File: src/hdl/scr_pkg.sv
// Shared types, widths and helpers for the spring constraint relaxation block.
// Used by every module under hdl/. Depends on nothing.

package scr_pkg;

    // Field widths
    localparam int POS_W   = 20;              // signed Q12.8 position
    localparam int REST_W  = 19;              // unsigned Q11.8 rest length
    localparam int STIFF_W = 17;              // unsigned Q1.16 stiffness
    localparam int FRAC_W  = 16;              // stiffness fraction bits

    // Datapath widths
    localparam int MAG_W   = POS_W + 1;       // |b - a| per axis
    localparam int SQ_W    = 2 * MAG_W;       // dx*dx + dy*dy
    localparam int DIST_W  = SQ_W / 2;        // floor(sqrt(sq))
    localparam int REM_W   = DIST_W + 3;      // square root partial remainder
    localparam int KP_W    = 2 * STIFF_W;     // raw stiffness product
    localparam int K_W     = KP_W - FRAC_W;   // combined stiffness, Q.16
    localparam int PX_W    = MAG_W + DIST_W;  // |d| * |dist - rest|
    localparam int MX_W    = PX_W + K_W;      // times combined stiffness
    localparam int SUM_W   = MX_W + 1;        // plus rounding term
    localparam int QUO_W   = 24;              // correction magnitude
    localparam int DVD_W   = DIST_W + QUO_W;  // dividend into the divider
    localparam int ACC_W   = POS_W + 6;       // position plus correction

    // Pipeline depths
    localparam int SQRT_STAGES = DIST_W;
    localparam int DIV_STAGES  = QUO_W;

    // Queue between front and back
    localparam int Q_DEPTH = 4;
    localparam int Q_AW    = 2;
    localparam int Q_CW    = Q_AW + 1;

    localparam logic [STIFF_W-1:0] GSTIFF_RESET = STIFF_W'(32768);
    localparam logic [KP_W-1:0]    K_ROUND      = KP_W'(32768);

    // What the back end does with one constraint
    typedef enum logic [1:0] {
        MODE_PASS,
        MODE_HALF,
        MODE_MOVE_A,
        MODE_MOVE_B
    } scr_mode_t;

    typedef struct packed {
        logic signed [POS_W-1:0] a_x;
        logic signed [POS_W-1:0] a_y;
        logic signed [POS_W-1:0] b_x;
        logic signed [POS_W-1:0] b_y;
        logic                    a_pinned;
        logic                    b_pinned;
        logic [REST_W-1:0]       rest_length;
        logic [STIFF_W-1:0]      spring_stiffness;
        logic                    spring_active;
    } scr_in_t;

    typedef struct packed {
        logic signed [POS_W-1:0] new_a_x;
        logic signed [POS_W-1:0] new_a_y;
        logic signed [POS_W-1:0] new_b_x;
        logic signed [POS_W-1:0] new_b_y;
    } scr_out_t;

    // Classified constraint, as queued between front and back
    typedef struct packed {
        logic signed [POS_W-1:0] a_x;
        logic signed [POS_W-1:0] a_y;
        logic signed [POS_W-1:0] b_x;
        logic signed [POS_W-1:0] b_y;
        logic [REST_W-1:0]       rest;
        logic [STIFF_W-1:0]      ks;
        logic                    dx_neg;
        logic                    dy_neg;
        logic [MAG_W-1:0]        ux;
        logic [MAG_W-1:0]        uy;
        scr_mode_t               mode;
    } scr_item_t;

    // Side data carried down the back pipeline
    typedef struct packed {
        logic signed [POS_W-1:0] a_x;
        logic signed [POS_W-1:0] a_y;
        logic signed [POS_W-1:0] b_x;
        logic signed [POS_W-1:0] b_y;
        logic [REST_W-1:0]       rest;
        logic                    dx_neg;
        logic                    dy_neg;
        logic [MAG_W-1:0]        ux;
        logic [MAG_W-1:0]        uy;
        logic [KP_W-1:0]         kp;
        scr_mode_t               mode;
    } scr_carry_t;

    // Clamp a widened position to the Q12.8 range
    function automatic logic signed [POS_W-1:0] sat_pos(input logic signed [ACC_W-1:0] v);
        logic fits;
        fits = (v[ACC_W-1:POS_W-1] == '0) || (v[ACC_W-1:POS_W-1] == '1);
        if (fits)
        begin
            return v[POS_W-1:0];
        end
        else if (v[ACC_W-1])
        begin
            return {1'b1, {(POS_W-1){1'b0}}};
        end
        else
        begin
            return {1'b0, {(POS_W-1){1'b1}}};
        end
    endfunction

endpackage

File: src/hdl/scr_front.sv
// Front end: input holding register and constraint classification.
// Depends on scr_pkg; feeds scr_queue.

module scr_front
    import scr_pkg::*;
(
    input  logic      clk,
    input  logic      rst_n,
    input  logic      req_valid,
    output logic      req_stall,
    input  scr_in_t   req_data,
    input  logic      q_full,
    output logic      push,
    output scr_item_t push_item
);

    logic    hold_valid_reg;
    scr_in_t hold_data_reg;

    logic                    accept;
    logic signed [POS_W:0]   dx;
    logic signed [POS_W:0]   dy;
    logic signed [POS_W:0]   ndx;
    logic signed [POS_W:0]   ndy;

    // Handshake with the queue
    assign accept    = req_valid && !req_stall;
    assign req_stall = hold_valid_reg && q_full;
    assign push      = hold_valid_reg && !q_full;

    // Holding register
    always_ff @(posedge clk or negedge rst_n)
    begin
        if (!rst_n)
        begin
            hold_valid_reg <= 1'b0;
        end
        else if (accept)
        begin
            hold_valid_reg <= 1'b1;
        end
        else if (push)
        begin
            hold_valid_reg <= 1'b0;
        end
    end

    always_ff @(posedge clk)
    begin
        if (accept)
        begin
            hold_data_reg <= req_data;
        end
    end

    // Offsets, magnitudes and mode
    always_comb
    begin
        dx  = {hold_data_reg.b_x[POS_W-1], hold_data_reg.b_x}
            - {hold_data_reg.a_x[POS_W-1], hold_data_reg.a_x};
        dy  = {hold_data_reg.b_y[POS_W-1], hold_data_reg.b_y}
            - {hold_data_reg.a_y[POS_W-1], hold_data_reg.a_y};
        ndx = -dx;
        ndy = -dy;

        push_item.a_x    = hold_data_reg.a_x;
        push_item.a_y    = hold_data_reg.a_y;
        push_item.b_x    = hold_data_reg.b_x;
        push_item.b_y    = hold_data_reg.b_y;
        push_item.rest   = hold_data_reg.rest_length;
        push_item.ks     = hold_data_reg.spring_stiffness;
        push_item.dx_neg = dx[POS_W];
        push_item.dy_neg = dy[POS_W];
        push_item.ux     = dx[POS_W] ? ndx : dx;
        push_item.uy     = dy[POS_W] ? ndy : dy;

        priority if (!hold_data_reg.spring_active
                     || (hold_data_reg.a_pinned && hold_data_reg.b_pinned))
        begin
            push_item.mode = MODE_PASS;
        end
        else if (!hold_data_reg.a_pinned && !hold_data_reg.b_pinned)
        begin
            push_item.mode = MODE_HALF;
        end
        else if (!hold_data_reg.a_pinned)
        begin
            push_item.mode = MODE_MOVE_A;
        end
        else
        begin
            push_item.mode = MODE_MOVE_B;
        end
    end

endmodule

File: config.mk
export PLATFORM = sky130hd
export DESIGN_NAME = scr_front
export DESIGN_NICKNAME = d
export VERILOG_FILES = /design/src/hdl/scr_pkg.sv /design/src/hdl/scr_front.sv
export SDC_FILE = /design/constraint.sdc
export NUM_CORES = 1
export LEC_CHECK = 0
export ABC_AREA = 1
export BUFFER_PORTS_ARGS = -buffer_cell sky130_fd_sc_hd__buf_2
export CORE_AREA = 2 2 159 161
export CTS_BUF_LIST = sky130_fd_sc_hd__clkbuf_4
export CTS_CLUSTER_SIZE = 8
export DETAILED_ROUTE_END_ITERATION = 12
export DIE_AREA = 0 0 161 163
export PLACE_DENSITY_LB_ADDON = 0.25
export SLEW_MARGIN = 20
export SYNTH_ARGS = -nofsm -noshare
export SYNTH_HDL_FRONTEND = slang
export SYNTH_SLANG_ARGS = --single-unit
File: constraint.sdc
create_clock -name clk -period 6.7 [get_ports clk]
set_input_delay 0.335 -clock clk [delete_from_list [all_inputs] [get_ports clk]]
set_output_delay 0.335 -clock clk [all_outputs]
set_load 0.01 [all_outputs]
==> flow_summary.yaml <==
sta:
  skew_ns: 0.02990
  rsz0062_at_grt: "false"
  setup_violations: 0
  final.min_clock_period_ns: 3.765
  maxSlewHeadroom_pct: 56.81
  fmax_mhz: 265.6
  hold_viol_final: 0
  totalNegativeSetupSlack_ns: 0
  fin_crit_sh_pct: 56.19
  setup_ws_ns: 2.935
  worst_pin_slew_ns: 0.6468
  slew_viol_final: 0
power_and_ir_drop:
  pwr-share-seq_pct: 40.0
  power_frac_clock_pct: 25.8
  swShare_pct: 36.10
  p_leak_nw: 5.454
  power_switching_mw: 0.8074
  ir_worst_vdd_mv: 0.1243
  p_int_mw: 1.429
  combPwrFrac_pct: 34.2
  powerDensity_mw_per_mm2: 204.4
synthesis:
  ys_ff_latch: 120
  syn-num-nets: 1181
  synth_top_area_cell: "edfxtp_1"
  yosysWarnings: 0
  synth-edff-count: 119
  syn_area_sq_mm: 0.008428
  synth.top_cell.area_share_pct: 42.40
  syn_avg_cell_area_sq_um: 8.312
  yosysSeqAreaShare_pct: 42.70
  synthTopCellsByArea: "edfxtp_1, nand2_1, buf_4"
  yosysUniqueCellTypes: 34
  syn_inst: 1014
  ys.flop_type: "edfxtp_1"
  async_flop_share_pct: 0.8333
setup_path:
  critPathTopFamily: "XOR/XNOR gates"
  cp-end-kind: "output port"
  crit_buf_inv: 2
  reg2reg_depth: 4
  slowest_delay_ns: 0.54
  r2r_slack_ns: 4.97
  critPathArrivalTime_ns: 3.43
  cp_max_fo: 27
  cp_cell_sequence: "ha_1, fa_1, inv_1, nand3_1, nand2_2, nand2_1, nand2_2, nand2_1, nand2_1, nand2_1, nand2_2, xor2_4, o21ai_0, xor2_1, buf_2"
  cp.required_ns: 6.36
  cp_common_cell: "nand2_1"
  cp_num_cells: 15
  cp-start-kind: "flop"
  slowest_stage: "xor2_4"
  worstSetupPathType: "reg -> out"
layout:
  instances_no_fill: 1669
  area_delta_synth_final_pct: 29.85
  layout_common_cells: "buf_2, nand2_1, inv_1, dlygate4sd3_1, edfxtp_1"
  mostFrequentLayoutCell: "buf_2"
  nets: 1490
  fillers: 2502
  largest_register_ffs: 116
  final_layout_size_suffix_gt1_share_pct: 28.29
route:
  drcViolationCount: 0
  wire_per_inst_microns: 13.05
  detail_route.first_pass.iterations: 4
  drtAntennaViolNets: 0
  totalWireLength_microns: 21780
  drtIter0Drc: 340
  vias_per_cell: 4.329
  via_count: 7225
global_routing:
  grt_max_degree: 82
  antenna_found_initial: 2
  grtUsageTotal_pct: 16.43
  grt.overflow.total: 0
  grt_pass1_vias: 7154
  grt_pass1_wl_microns: 34540
place:
  hpwlAfterDp_microns: 16640
  dp_slack_ns: 3.489
  dp.cells: 1511
  gp_congestion: 0.8253
  io_buffer_count: 286
run:
  timing.max_cap.violations: 0
floorplanning:
  dieArea_sq_mm: 0.02624
  die_w_microns: 161
  boundaryPins: 287
  coreArea_sq_mm: 0.02467
  initial_utilization_pct: 34.16
  rows: 58
  dieHeight_microns: 163
clock_network:
  cts_buffers: 17
  cts_setup_buffers: 0
  clk_pin_slew_ns: 0.15
  clk_latency_ns: 0.54
  cts-root-buf: "clkbuf_4"
  cts_htree_levels: 4
  clock_path_buffers: 2
  tritoncts: "built"
  cts_sinks: 120
status:
  status: "completed"
hold_path:
  hp-class: "in -> async"
[per-stage QoR]
stage / utilization (%) / hold slack (ns) / instance area [sq um] / power [mW]
6_report: 44.36 / 0.1224 / 10940 / 2.236
5_1_grt: 44.35 / 0.04076 / 10940 / 2.386
4_1_cts: 44.24 / 0.01491 / 10920 / 2.264
3_5_place_dp: 38.06 / 0.1153 / 9390 / 1.622
3_3_place_gp: 38.06 / 0.1103 / 9390 / 1.614
2_1_floorplan: - / 0.03941 / 8428 / 1.437
[power by group through the flow]
| stage | clock, mW | sequential, mW | combinational [mW] |
|---|---|---|---|
| 6_report | 0.577 | 0.895 | 0.764 |
| 5_1_grt | 0.627 | 0.900 | 0.859 |
| 4_1_cts | 0.601 | 0.896 | 0.767 |
| 3_5_place_dp | 0 | 0.913 | 0.709 |
| 3_3_place_gp | 0 | 0.912 | 0.702 |
| 2_1_floorplan | 0 | 0.913 | 0.524 |
[worst paths after layout]
check	start	end
hold reg to reg	hold_valid_reg	push_item[70]
min in group clk	q_full	push_item[70]
max in group asynchronous	rst_n	hold_valid_reg
setup reg to reg	hold_valid_reg	push_item[125]
hold / removal	rst_n	hold_valid_reg
setup / recovery	push_item[142]	push_item[26]
[metal layers]
metal / track usage (%) / share of wire (%) / wire, microns
met1: 19.67 / 43 / 9401
met2: 29.13 / 50 / 10930
met3: 3.820 / 4.8 / 1050
met4: 5.438 / 1.8 / 397
met5: 0 / 0 / 0
[cell families after synthesis]
group | Yosys count | synth area share, %
buffers and inverters | 290 | 18.36
adder cells (fa/ha/maj) | 44 | 6.710
AO/OA/AOI/OAI | 62 | 4.098
XOR/XNOR | 32 | 3.637
AND/OR/NAND/NOR | 466 | 24.50
flip-flops | 120 | 42.70
[cell type report]
cell class / instances / area (sq um) / share of cell area, %
clock inverters: 15 / 177.7 / 1.623
inverters: 170 / 638.1 / 5.831
diodes: 3 / 7.507 / 0.06860
multi-input cells: 604 / 3289 / 30.06
flip-flops and latches: 120 / 3598 / 32.88
repair buffers: 410 / 2693 / 24.60
well taps: 330 / 412.9 / 3.773
clock buffers: 17 / 127.6 / 1.166
[synthesized netlist by cell type, types with 2 or more instances]
cell and n:
inv_2 8, o21ai_1 2, nor2_4 2, nand4_1 9, inv_1 162, o21ai_2 3, nand3_2 4, buf_6 3
buf_4 116, a21oi_1 35, nand3b_1 12, ha_1 42, o21bai_1 4, nor3_1 14, o21ai_0 14, nor2_1 65
nand2_2 27, a21oi_2 3, xnor2_1 9, fa_1 2, edfxtp_1 119, nor2_2 7, xor2_1 21, nand3_1 66
and2_1 4, nand2_1 253
[worst register-to-register path: cells and delay by family, from the launching register on]
| family | cells | cell delay [ns] |
|---|---|---|
| buffers and inverters | 2 | 0.48 |
| flip-flops | 1 | 0.41 |
| AND/OR/NAND/NOR | 2 | 0.39 |
[timing repair]
action                    in CTS  in global routing
hold buffers                 122                  0
hold endpoints to repair     121                  0
gates resized for setup        0                  0
No activity file was read; power rests on OpenSTA's default activity.
