`config.mk`:
```
export PLATFORM = sky130hd
export DESIGN_NAME = scr_queue
export DESIGN_NICKNAME = d
export VERILOG_FILES = /design/src/hdl/scr_pkg.sv /design/src/hdl/scr_queue.sv
export SDC_FILE = /design/constraint.sdc
export NUM_CORES = 1
export LEC_CHECK = 0
export BUFFER_PORTS_ARGS = -buffer_cell sky130_fd_sc_hd__buf_2
export CAP_MARGIN = 25
export CORE_MARGIN = 4
export CORE_UTILIZATION = 35
export CTS_CLUSTER_DIAMETER = 150
export DETAILED_ROUTE_END_ITERATION = 10
export GPL_ROUTABILITY_DRIVEN = 0
export PLACE_DENSITY_LB_ADDON = 0.3
export SYNTH_ARGS = -nofsm -noshare
export SYNTH_HDL_FRONTEND = slang
export SYNTH_SLANG_ARGS = --single-unit
```
`constraint.sdc`:
```
create_clock -name clk -period 14.5 [get_ports clk]
set_clock_uncertainty 0.15 [all_clocks]
set_input_delay 2.175 -clock clk [delete_from_list [all_inputs] [get_ports clk]]
set_output_delay 2.175 -clock clk [all_outputs]
set_load 0.005 [all_outputs]
```
`src/hdl/scr_pkg.sv`:
```
// Shared types, widths and helpers for the spring constraint relaxation block.
// Used by every module under hdl/. Depends on nothing.

package scr_pkg;

    // Field widths
    localparam int POS_W   = 20;              // signed Q12.8 position
    localparam int REST_W  = 19;              // unsigned Q11.8 rest length
    localparam int STIFF_W = 17;              // unsigned Q1.16 stiffness
    localparam int FRAC_W  = 16;              // stiffness fraction bits

    // Datapath widths
    localparam int MAG_W   = POS_W + 1;       // |b - a| per axis
    localparam int SQ_W    = 2 * MAG_W;       // dx*dx + dy*dy
    localparam int DIST_W  = SQ_W / 2;        // floor(sqrt(sq))
    localparam int REM_W   = DIST_W + 3;      // square root partial remainder
    localparam int KP_W    = 2 * STIFF_W;     // raw stiffness product
    localparam int K_W     = KP_W - FRAC_W;   // combined stiffness, Q.16
    localparam int PX_W    = MAG_W + DIST_W;  // |d| * |dist - rest|
    localparam int MX_W    = PX_W + K_W;      // times combined stiffness
    localparam int SUM_W   = MX_W + 1;        // plus rounding term
    localparam int QUO_W   = 24;              // correction magnitude
    localparam int DVD_W   = DIST_W + QUO_W;  // dividend into the divider
    localparam int ACC_W   = POS_W + 6;       // position plus correction

    // Pipeline depths
    localparam int SQRT_STAGES = DIST_W;
    localparam int DIV_STAGES  = QUO_W;

    // Queue between front and back
    localparam int Q_DEPTH = 4;
    localparam int Q_AW    = 2;
    localparam int Q_CW    = Q_AW + 1;

    localparam logic [STIFF_W-1:0] GSTIFF_RESET = STIFF_W'(32768);
    localparam logic [KP_W-1:0]    K_ROUND      = KP_W'(32768);

    // What the back end does with one constraint
    typedef enum logic [1:0] {
        MODE_PASS,
        MODE_HALF,
        MODE_MOVE_A,
        MODE_MOVE_B
    } scr_mode_t;

    typedef struct packed {
        logic signed [POS_W-1:0] a_x;
        logic signed [POS_W-1:0] a_y;
        logic signed [POS_W-1:0] b_x;
        logic signed [POS_W-1:0] b_y;
        logic                    a_pinned;
        logic                    b_pinned;
        logic [REST_W-1:0]       rest_length;
        logic [STIFF_W-1:0]      spring_stiffness;
        logic                    spring_active;
    } scr_in_t;

    typedef struct packed {
        logic signed [POS_W-1:0] new_a_x;
        logic signed [POS_W-1:0] new_a_y;
        logic signed [POS_W-1:0] new_b_x;
        logic signed [POS_W-1:0] new_b_y;
    } scr_out_t;

    // Classified constraint, as queued between front and back
    typedef struct packed {
        logic signed [POS_W-1:0] a_x;
        logic signed [POS_W-1:0] a_y;
        logic signed [POS_W-1:0] b_x;
        logic signed [POS_W-1:0] b_y;
        logic [REST_W-1:0]       rest;
        logic [STIFF_W-1:0]      ks;
        logic                    dx_neg;
        logic                    dy_neg;
        logic [MAG_W-1:0]        ux;
        logic [MAG_W-1:0]        uy;
        scr_mode_t               mode;
    } scr_item_t;

    // Side data carried down the back pipeline
    typedef struct packed {
        logic signed [POS_W-1:0] a_x;
        logic signed [POS_W-1:0] a_y;
        logic signed [POS_W-1:0] b_x;
        logic signed [POS_W-1:0] b_y;
        logic [REST_W-1:0]       rest;
        logic                    dx_neg;
        logic                    dy_neg;
        logic [MAG_W-1:0]        ux;
        logic [MAG_W-1:0]        uy;
        logic [KP_W-1:0]         kp;
        scr_mode_t               mode;
    } scr_carry_t;

    // Clamp a widened position to the Q12.8 range
    function automatic logic signed [POS_W-1:0] sat_pos(input logic signed [ACC_W-1:0] v);
        logic fits;
        fits = (v[ACC_W-1:POS_W-1] == '0) || (v[ACC_W-1:POS_W-1] == '1);
        if (fits)
        begin
            return v[POS_W-1:0];
        end
        else if (v[ACC_W-1])
        begin
            return {1'b1, {(POS_W-1){1'b0}}};
        end
        else
        begin
            return {1'b0, {(POS_W-1){1'b1}}};
        end
    endfunction

endpackage

```
`src/hdl/scr_queue.sv`:
```
// Short FIFO of classified constraints between front and back.
// Depends on scr_pkg.

module scr_queue
    import scr_pkg::*;
(
    input  logic      clk,
    input  logic      rst_n,
    input  logic      push,
    input  scr_item_t push_item,
    input  logic      pop,
    output scr_item_t pop_item,
    output logic      full,
    output logic      empty
);

    scr_item_t        entry_reg [Q_DEPTH];
    logic [Q_AW-1:0]  wr_ptr_reg;
    logic [Q_AW-1:0]  rd_ptr_reg;
    logic [Q_CW-1:0]  count_reg;

    assign full     = (count_reg == Q_CW'(Q_DEPTH));
    assign empty    = (count_reg == '0);
    assign pop_item = entry_reg[rd_ptr_reg];

    // Pointers and fill count
    always_ff @(posedge clk or negedge rst_n)
    begin
        if (!rst_n)
        begin
            wr_ptr_reg <= '0;
            rd_ptr_reg <= '0;
            count_reg  <= '0;
        end
        else
        begin
            if (push)
            begin
                wr_ptr_reg <= wr_ptr_reg + 1'b1;
            end
            if (pop)
            begin
                rd_ptr_reg <= rd_ptr_reg + 1'b1;
            end
            unique case ({push, pop})
                2'b10:   count_reg <= count_reg + 1'b1;
                2'b01:   count_reg <= count_reg - 1'b1;
                default: count_reg <= count_reg;
            endcase
        end
    end

    // Entry storage
    always_ff @(posedge clk)
    begin
        if (push)
        begin
            entry_reg[wr_ptr_reg] <= push_item;
        end
    end

    // Checks
    a_count_bound: assert property (@(posedge clk) disable iff (!rst_n)
        count_reg <= Q_CW'(Q_DEPTH))
        else $error("queue count above depth");
    a_no_overflow: assert property (@(posedge clk) disable iff (!rst_n)
        !(push && full))
        else $error("push into full queue");
    a_no_underflow: assert property (@(posedge clk) disable iff (!rst_n)
        !(pop && empty))
        else $error("pop from empty queue");
    a_count_up: assert property (@(posedge clk) disable iff (!rst_n)
        (push && !pop) |=> (count_reg == $past(count_reg) + 1'b1))
        else $error("queue count did not follow push");

endmodule

```
==> results of run 1 <==
[placed cells by master, fill, tap and decap left out]
master,n
clkinv_2,11
diode_2,3
edfxtp_1,648
nor2_1,1
clkinv_8,2
clkinv_4,3
inv_1,6
buf_4,12
and2_4,4
nand2_1,3
buf_2,329
mux4_2,162
clkinv_1,12
buf_12,1
clkbuf_16,71
nor3_1,1
clkinvlp_4,3
bufinv_16,4
ha_1,5
and3_1,1
dfrtp_1,5
clkbuf_1,14
o21ai_0,2
fa_1,1
clkbuf_8,2
xor2_1,4
dfrtp_4,2
inv_6,2
xnor2_1,2
[kinds of logic after synthesis]
kind of cell | Yosys count
flip-flops | 655
multiplexers | 162
buffers and inverters | 42
AND/OR/NAND/NOR | 10
XOR/XNOR | 6
adder cells (fa/ha/maj) | 6
AO/OA/AOI/OAI | 2
[power groups by stage]
stage                     combinational, uW  clock (uW)  sequential [uW]
after floorplan                         962           0             2620
final                                  1470        1680             2600
after CTS                              1540        1740             2620
after global placement                 1530           0             2640
after global routing                   1610        1820             2640
after detailed placement               1530           0             2650
[layer usage]
| layer | vias to the layer above | global-route usage | share of wire |
|---|---|---|---|
| met3 | 98 | 0.0459 | 0.070 |
| met5 | - | 0 | 0.0023 |
| met4 | 16 | 0.0367 | 0.022 |
| met1 | 5580 | 0.170 | 0.40 |
| li1 | 4601 | - | - |
| met2 | 274 | 0.219 | 0.50 |
[critical path, delay by kind of cell (launching register included)]
kind	cells	cell delay, ns
muxes	1	0.64
buffers and inverters	2	0.68
DFF	1	0.90
[path summary, 6_finish.rpt]
check                              startpoint  slack [ns]           endpoint
worst max-delay path            rd_ptr_reg[0]        9.04       pop_item[98]
worst min-delay path             count_reg[0]        0.34       count_reg[0]
worst max register to register  wr_ptr_reg[0]       11.48  entry_reg[3][100]
worst min register to register   count_reg[0]        0.34       count_reg[0]
max in group asynchronous               rst_n       12.74      rd_ptr_reg[0]
min in group asynchronous               rst_n        1.28       count_reg[1]
[cell type report]
cell class / count / area, um2
timing repair buffer: 342 / 1760
inverter: 6 / 22.5
multi-input combinational: 186 / 3850
antenna: 3 / 7.51
sequential: 655 / 19600
clock buffer: 87 / 1860
tap: 873 / 1090
fill: 5872 / 38700
clock inverter: 37 / 319
[through the flow]
step / area [um2] / cells / worst slack (ns)
finish: 28600 / 2189 / 9.04
global route: 28500 / 2186 / 8.72
CTS: 28500 / 2186 / 8.85
detailed placement: 26400 / 2062 / 9.51
global placement: 26400 / 2062 / 9.52
floorplan: 23800 / 883 / 7.94
==> run_results.csv, run 1 <==
group,metric,value,unit
synthesis,synth-adder-area-share,0.00347,
floorplanning,initial_core_util,0.353,
timing,finalSetupTns,0,ns
layout,syn2layout_area_growth,20.1,%
synthesis,ys_warn_count,0,
synthesis,yosysSeqAreaShare,0.826,
grt,grt_pass1_vias,11501,
drt,vias,10569,
timing,timing.fmax,0.183,GHz
cts,clk_pin_slew,0.06,ns
floorplanning,die_area,72200,um2
timing,whs,0.342,ns
grt,grt_max_degree,91,
synthesis,synth_top_flop_cell,"edfxtp_1",
layout,post-route-util,0.424,
timing,max_slew.worst_pin.slew,1.00,ns
layout,largest_reg_flops,648,
timing,min_period,5.46,ns
power,power_switching,1580,uW
cts,ctsHoldBuffers,0,
cts,cts_resized,0,
timing,hold_violations,0,
worst_setup_path,critPathLaunchType,"flip-flop",
synthesis,yosysMostFrequentCell,"edfxtp_1",
synthesis,synth_top_family_by_area,"multiplexers",
cts,clockRootBuffer,"clkbuf_16",
cts,cts_buffer_depth,3,
drt,detailedRoute.firstPassIterationCount,4,
synthesis,synthMuxAreaShare,0.153,
worst_setup_path,crit_chain,"buf_12 -> mux4_2 -> buf_2",
floorplanning,die_w,269,um
synthesis,synth_compound_area_frac,0.000421,
worst_setup_path,critPathMaxStageDelay,0.90,ns
power,seqPwrFrac,0.453,
synthesis,synth_fp_nets,1055,
grt,grt_pass1_wl,71900,um
min_path,whs_path_depth,1,
power,total_power,5750,uW
grt,globalRouteOverflowTotal,0,
drt,drc,0,
drt,first_iter_violations,585,
floorplanning,std_cell_rows,95,
synthesis,synth_enable_flop_cells,648,
floorplanning,io-pin-count,330,
cts,htreeDepth,3,
drt,wl_per_cell,22.1,um
timing,rsz0062_at_grt,"false",
worst_setup_path,cpMaxStageDelayCell,"dfrtp_4",
synthesis,synthTopCellsByArea,"edfxtp_1 82%, mux4_2 15%, dfrtp_1 0.74%",
min_path,hold_class,"flip-flop to flip-flop",
flow_run,max_cap_viol_count,0,
timing,slew_violations,0,
worst_setup_path,endpoint_kind,"output pin",
synthesis,synth_xor_area_frac,0.00221,
synthesis,netlist_area,23800,um2
power,irDropWorstVdd,109,uV
cts,clk_latency,0.58,ns
power,powerDensity,201,nW/um2
placed_design,portBuffers,329,
drt,ant_nets,0,
worst_setup_path,crit_type,"flip-flop to output pin",
synthesis,synth-simple-area-share,0.00216,
grt,antenna_found_initial,14,
power,leakagePower,0.00962,uW
synthesis,syn_avg_cell_area,26.9,um2
synthesis,synth_common_cells,"648 x edfxtp_1, 162 x mux4_2, 18 x buf_2",
layout,drive_gt1_frac,0.463,
synthesis,synth_largest_area_cell,"edfxtp_1",
worst_setup_path,reg2reg_depth,4,
drt,viasPerCell,4.83,
synthesis,ys_types,17,
floorplanning,coreArea,67300,um2
timing,setup_violations,0,
cts,numClockSinks,655,
layout,fin_nets,1433,
outcome,status,"complete, no violations",
synthesis,synthCells,883,
timing,max_slew_margin,0.330,
cts,cts_buffers,70,
cts,cts_tree,"yes",
power,swShare,0.275,
drt,wirelength,48400,um
synthesis,synthArstFlopShare,0.0107,
worst_setup_path,critPathRequiredTime,12.18,ns
placed_design,hpwl,28600,um
grt,grt_usage,0.133,
floorplanning,fp.dieH,269,um
cts,post_cts_buffers,0,
power,p_int,4170,uW
worst_setup_path,cp.arrival,3.14,ns
power,pwr-share-comb,0.255,
synthesis,ys_seq_elements,655,
timing,timing.final.crit_share,0.377,
power,power.clock.fraction,0.292,
worst_setup_path,crit_fanout,90,
synthesis,yosys.area.top_type_share,0.819,
(Power assumes the default switching activity.)
==> inputs of run 2 (changes only) <==
clock period = 5.05 ns   (was 14.5 ns; I/O delays follow)
==> run_results.csv, run 2 (synthesis results as in run 1) <==
group,metric,value,unit
outcome,status,"complete, no violations",
floorplanning,die_w,269,um
layout,fill_cells,5826,
power,irDropWorstVdd,293,uV
worst_setup_path,critPathLaunchType,"flip-flop",
cts,htreeDepth,3,
worst_setup_path,critPathRequiredTime,4.14,ns
floorplanning,die_area,72200,um2
layout,fin_nets,1439,
layout,drive_gt1_frac,0.467,
timing,rsz0062_at_grt,"false",
worst_setup_path,r2r_start,"wr_ptr_reg[0]",
timing,slew_violations,0,
drt,drc,0,
grt,globalRouteOverflowTotal,0,
cts,cts_buffers,72,
placed_design,placed_area,26500,um2
timing,setup_violations,0,
drt,wirelength,48600,um
floorplanning,coreArea,67300,um2
worst_setup_path,crit_type,"flip-flop to output pin",
grt,grt_usage,0.133,
timing,whs,0.231,ns
timing,hold_violations,0,
min_path,hold_class,"primary input to flip-flop",
worst_setup_path,cp.arrival,2.79,ns
drt,vias,10539,
timing,min_period,3.69,ns
worst_setup_path,endpoint_kind,"output pin",
worst_setup_path,r2r_end,"entry_reg[2][75]",
floorplanning,std_cell_rows,95,
floorplanning,io-pin-count,330,
layout,largest_reg_flops,648,
timing,finalSetupTns,0,ns
timing,max_slew.worst_pin.slew,0.921,ns
placed_design,hpwl,29000,um
layout,post-route-util,0.428,
grt,antenna_found_initial,11,
cts,cts_tree,"yes",
floorplanning,initial_core_util,0.353,
placed_design,portBuffers,329,
layout,layout_commonest_cell,"edfxtp_1",
layout,syn2layout_area_growth,21.2,%
grt,grt_max_degree,76,
drt,viasPerCell,4.80,
drt,detailedRoute.firstPassIterationCount,4,
flow_run,max_cap_viol_count,0,
grt,grt_pass1_vias,11516,
drt,wl_per_cell,22.1,um
worst_setup_path,crit_start,"rd_ptr_reg[0]",
layout,mostFrequentLayoutCells,"648 x edfxtp_1, 329 x buf_2, 162 x mux4_2, 72 x clkbuf_16, 14 x clkbuf_1",
grt,grt_pass1_wl,71800,um
cts,numClockSinks,655,
cts,cts_buffer_depth,3,
power,leakagePower,0.00973,uW
worst_setup_path,reg2reg_depth,4,
layout,final_area,28800,um2
cts,clk_latency,0.59,ns
worst_setup_path,crit_fanout,41,
power,total_power,16700,uW
timing,max_slew_margin,0.386,
timing,timing.final.crit_share,0.731,
power,powerDensity,581,nW/um2
drt,ant_nets,0,
floorplanning,fp.dieH,269,um
cts,clk_pin_slew,0.06,ns
worst_setup_path,cp-endpoint,"pop_item[82]",
drt,first_iter_violations,543,
timing,timing.fmax,0.271,GHz
cts,clockRootBuffer,"clkbuf_16",
worst_setup_path,rrSetupSlack,2.62,ns
## run 2: cell types whose count changed in the layout (fill, tap and decap cells not counted), moves of 2 or more
cell and change:
buf_12 +12, buf_4 -9, clkinv_2 +2, clkinvlp_4 -2, inv_6 +4, clkinv_1 -3
## run 2: worst min-delay path by stage
stage	from	endpoint	slack (ns)	cells past startpoint
6_report	push_item[10]	entry_reg[2][10]	0.23	1
5_1_grt	push_item[155]	entry_reg[3][155]	0.19	1
4_1_cts	push_item[34]	entry_reg[1][34]	0.17	1
3_5_place_dp	count_reg[2]	count_reg[2]	0.34	1
3_3_place_gp	count_reg[2]	count_reg[2]	0.33	1
2_1_floorplan	rst_n	count_reg[0]	0.31	0
## run 2: area by class of cell
type	instances	area, um2	share of cell area
flip-flops and latches	655	19600	0.682
diodes	3	7.51	0.000261
inverters	6	22.5	0.000782
clock inverters	38	352	0.0122
multi-input cells	186	3850	0.134
clock buffers	89	1900	0.0658
well taps	873	1090	0.0379
repair buffers	346	1940	0.0673
## run 2: what timing repair did
item                                   in CTS  in global routing
hold buffers                                1                  0
resized for setup                           0                  0
endpoints found under the hold margin       7                  0
buffers inserted                            0                  0
## run 2: metrics by stage
step	cells	setup WS, ns
CTS	2193	1.17
detailed placement	2065	1.83
global placement	2065	1.83
finish	2196	1.36
floorplan	883	1.70
global route	2193	1.09
## run 2: power by group
group / internal [uW] / switching [uW] / leakage [uW]
Combinational: 2130 / 2230 / 0.00259
Sequential: 7100 / 341 / 0.00603
Clock: 2930 / 2020 / 0.00111
## run 2: critical path, stage by stage (launching register included)
cell and delay (ns):
dfrtp_4 1.02, buf_12 0.36, mux4_2 0.56, buf_2 0.15
## run 2: metal layers
metal	global-route usage	vias up	share of wire
met5	0	-	0.0022
met1	0.160	5548	0.39
met2	0.227	265	0.51
met4	0.0435	14	0.023
li1	-	4622	-
met3	0.0467	90	0.075
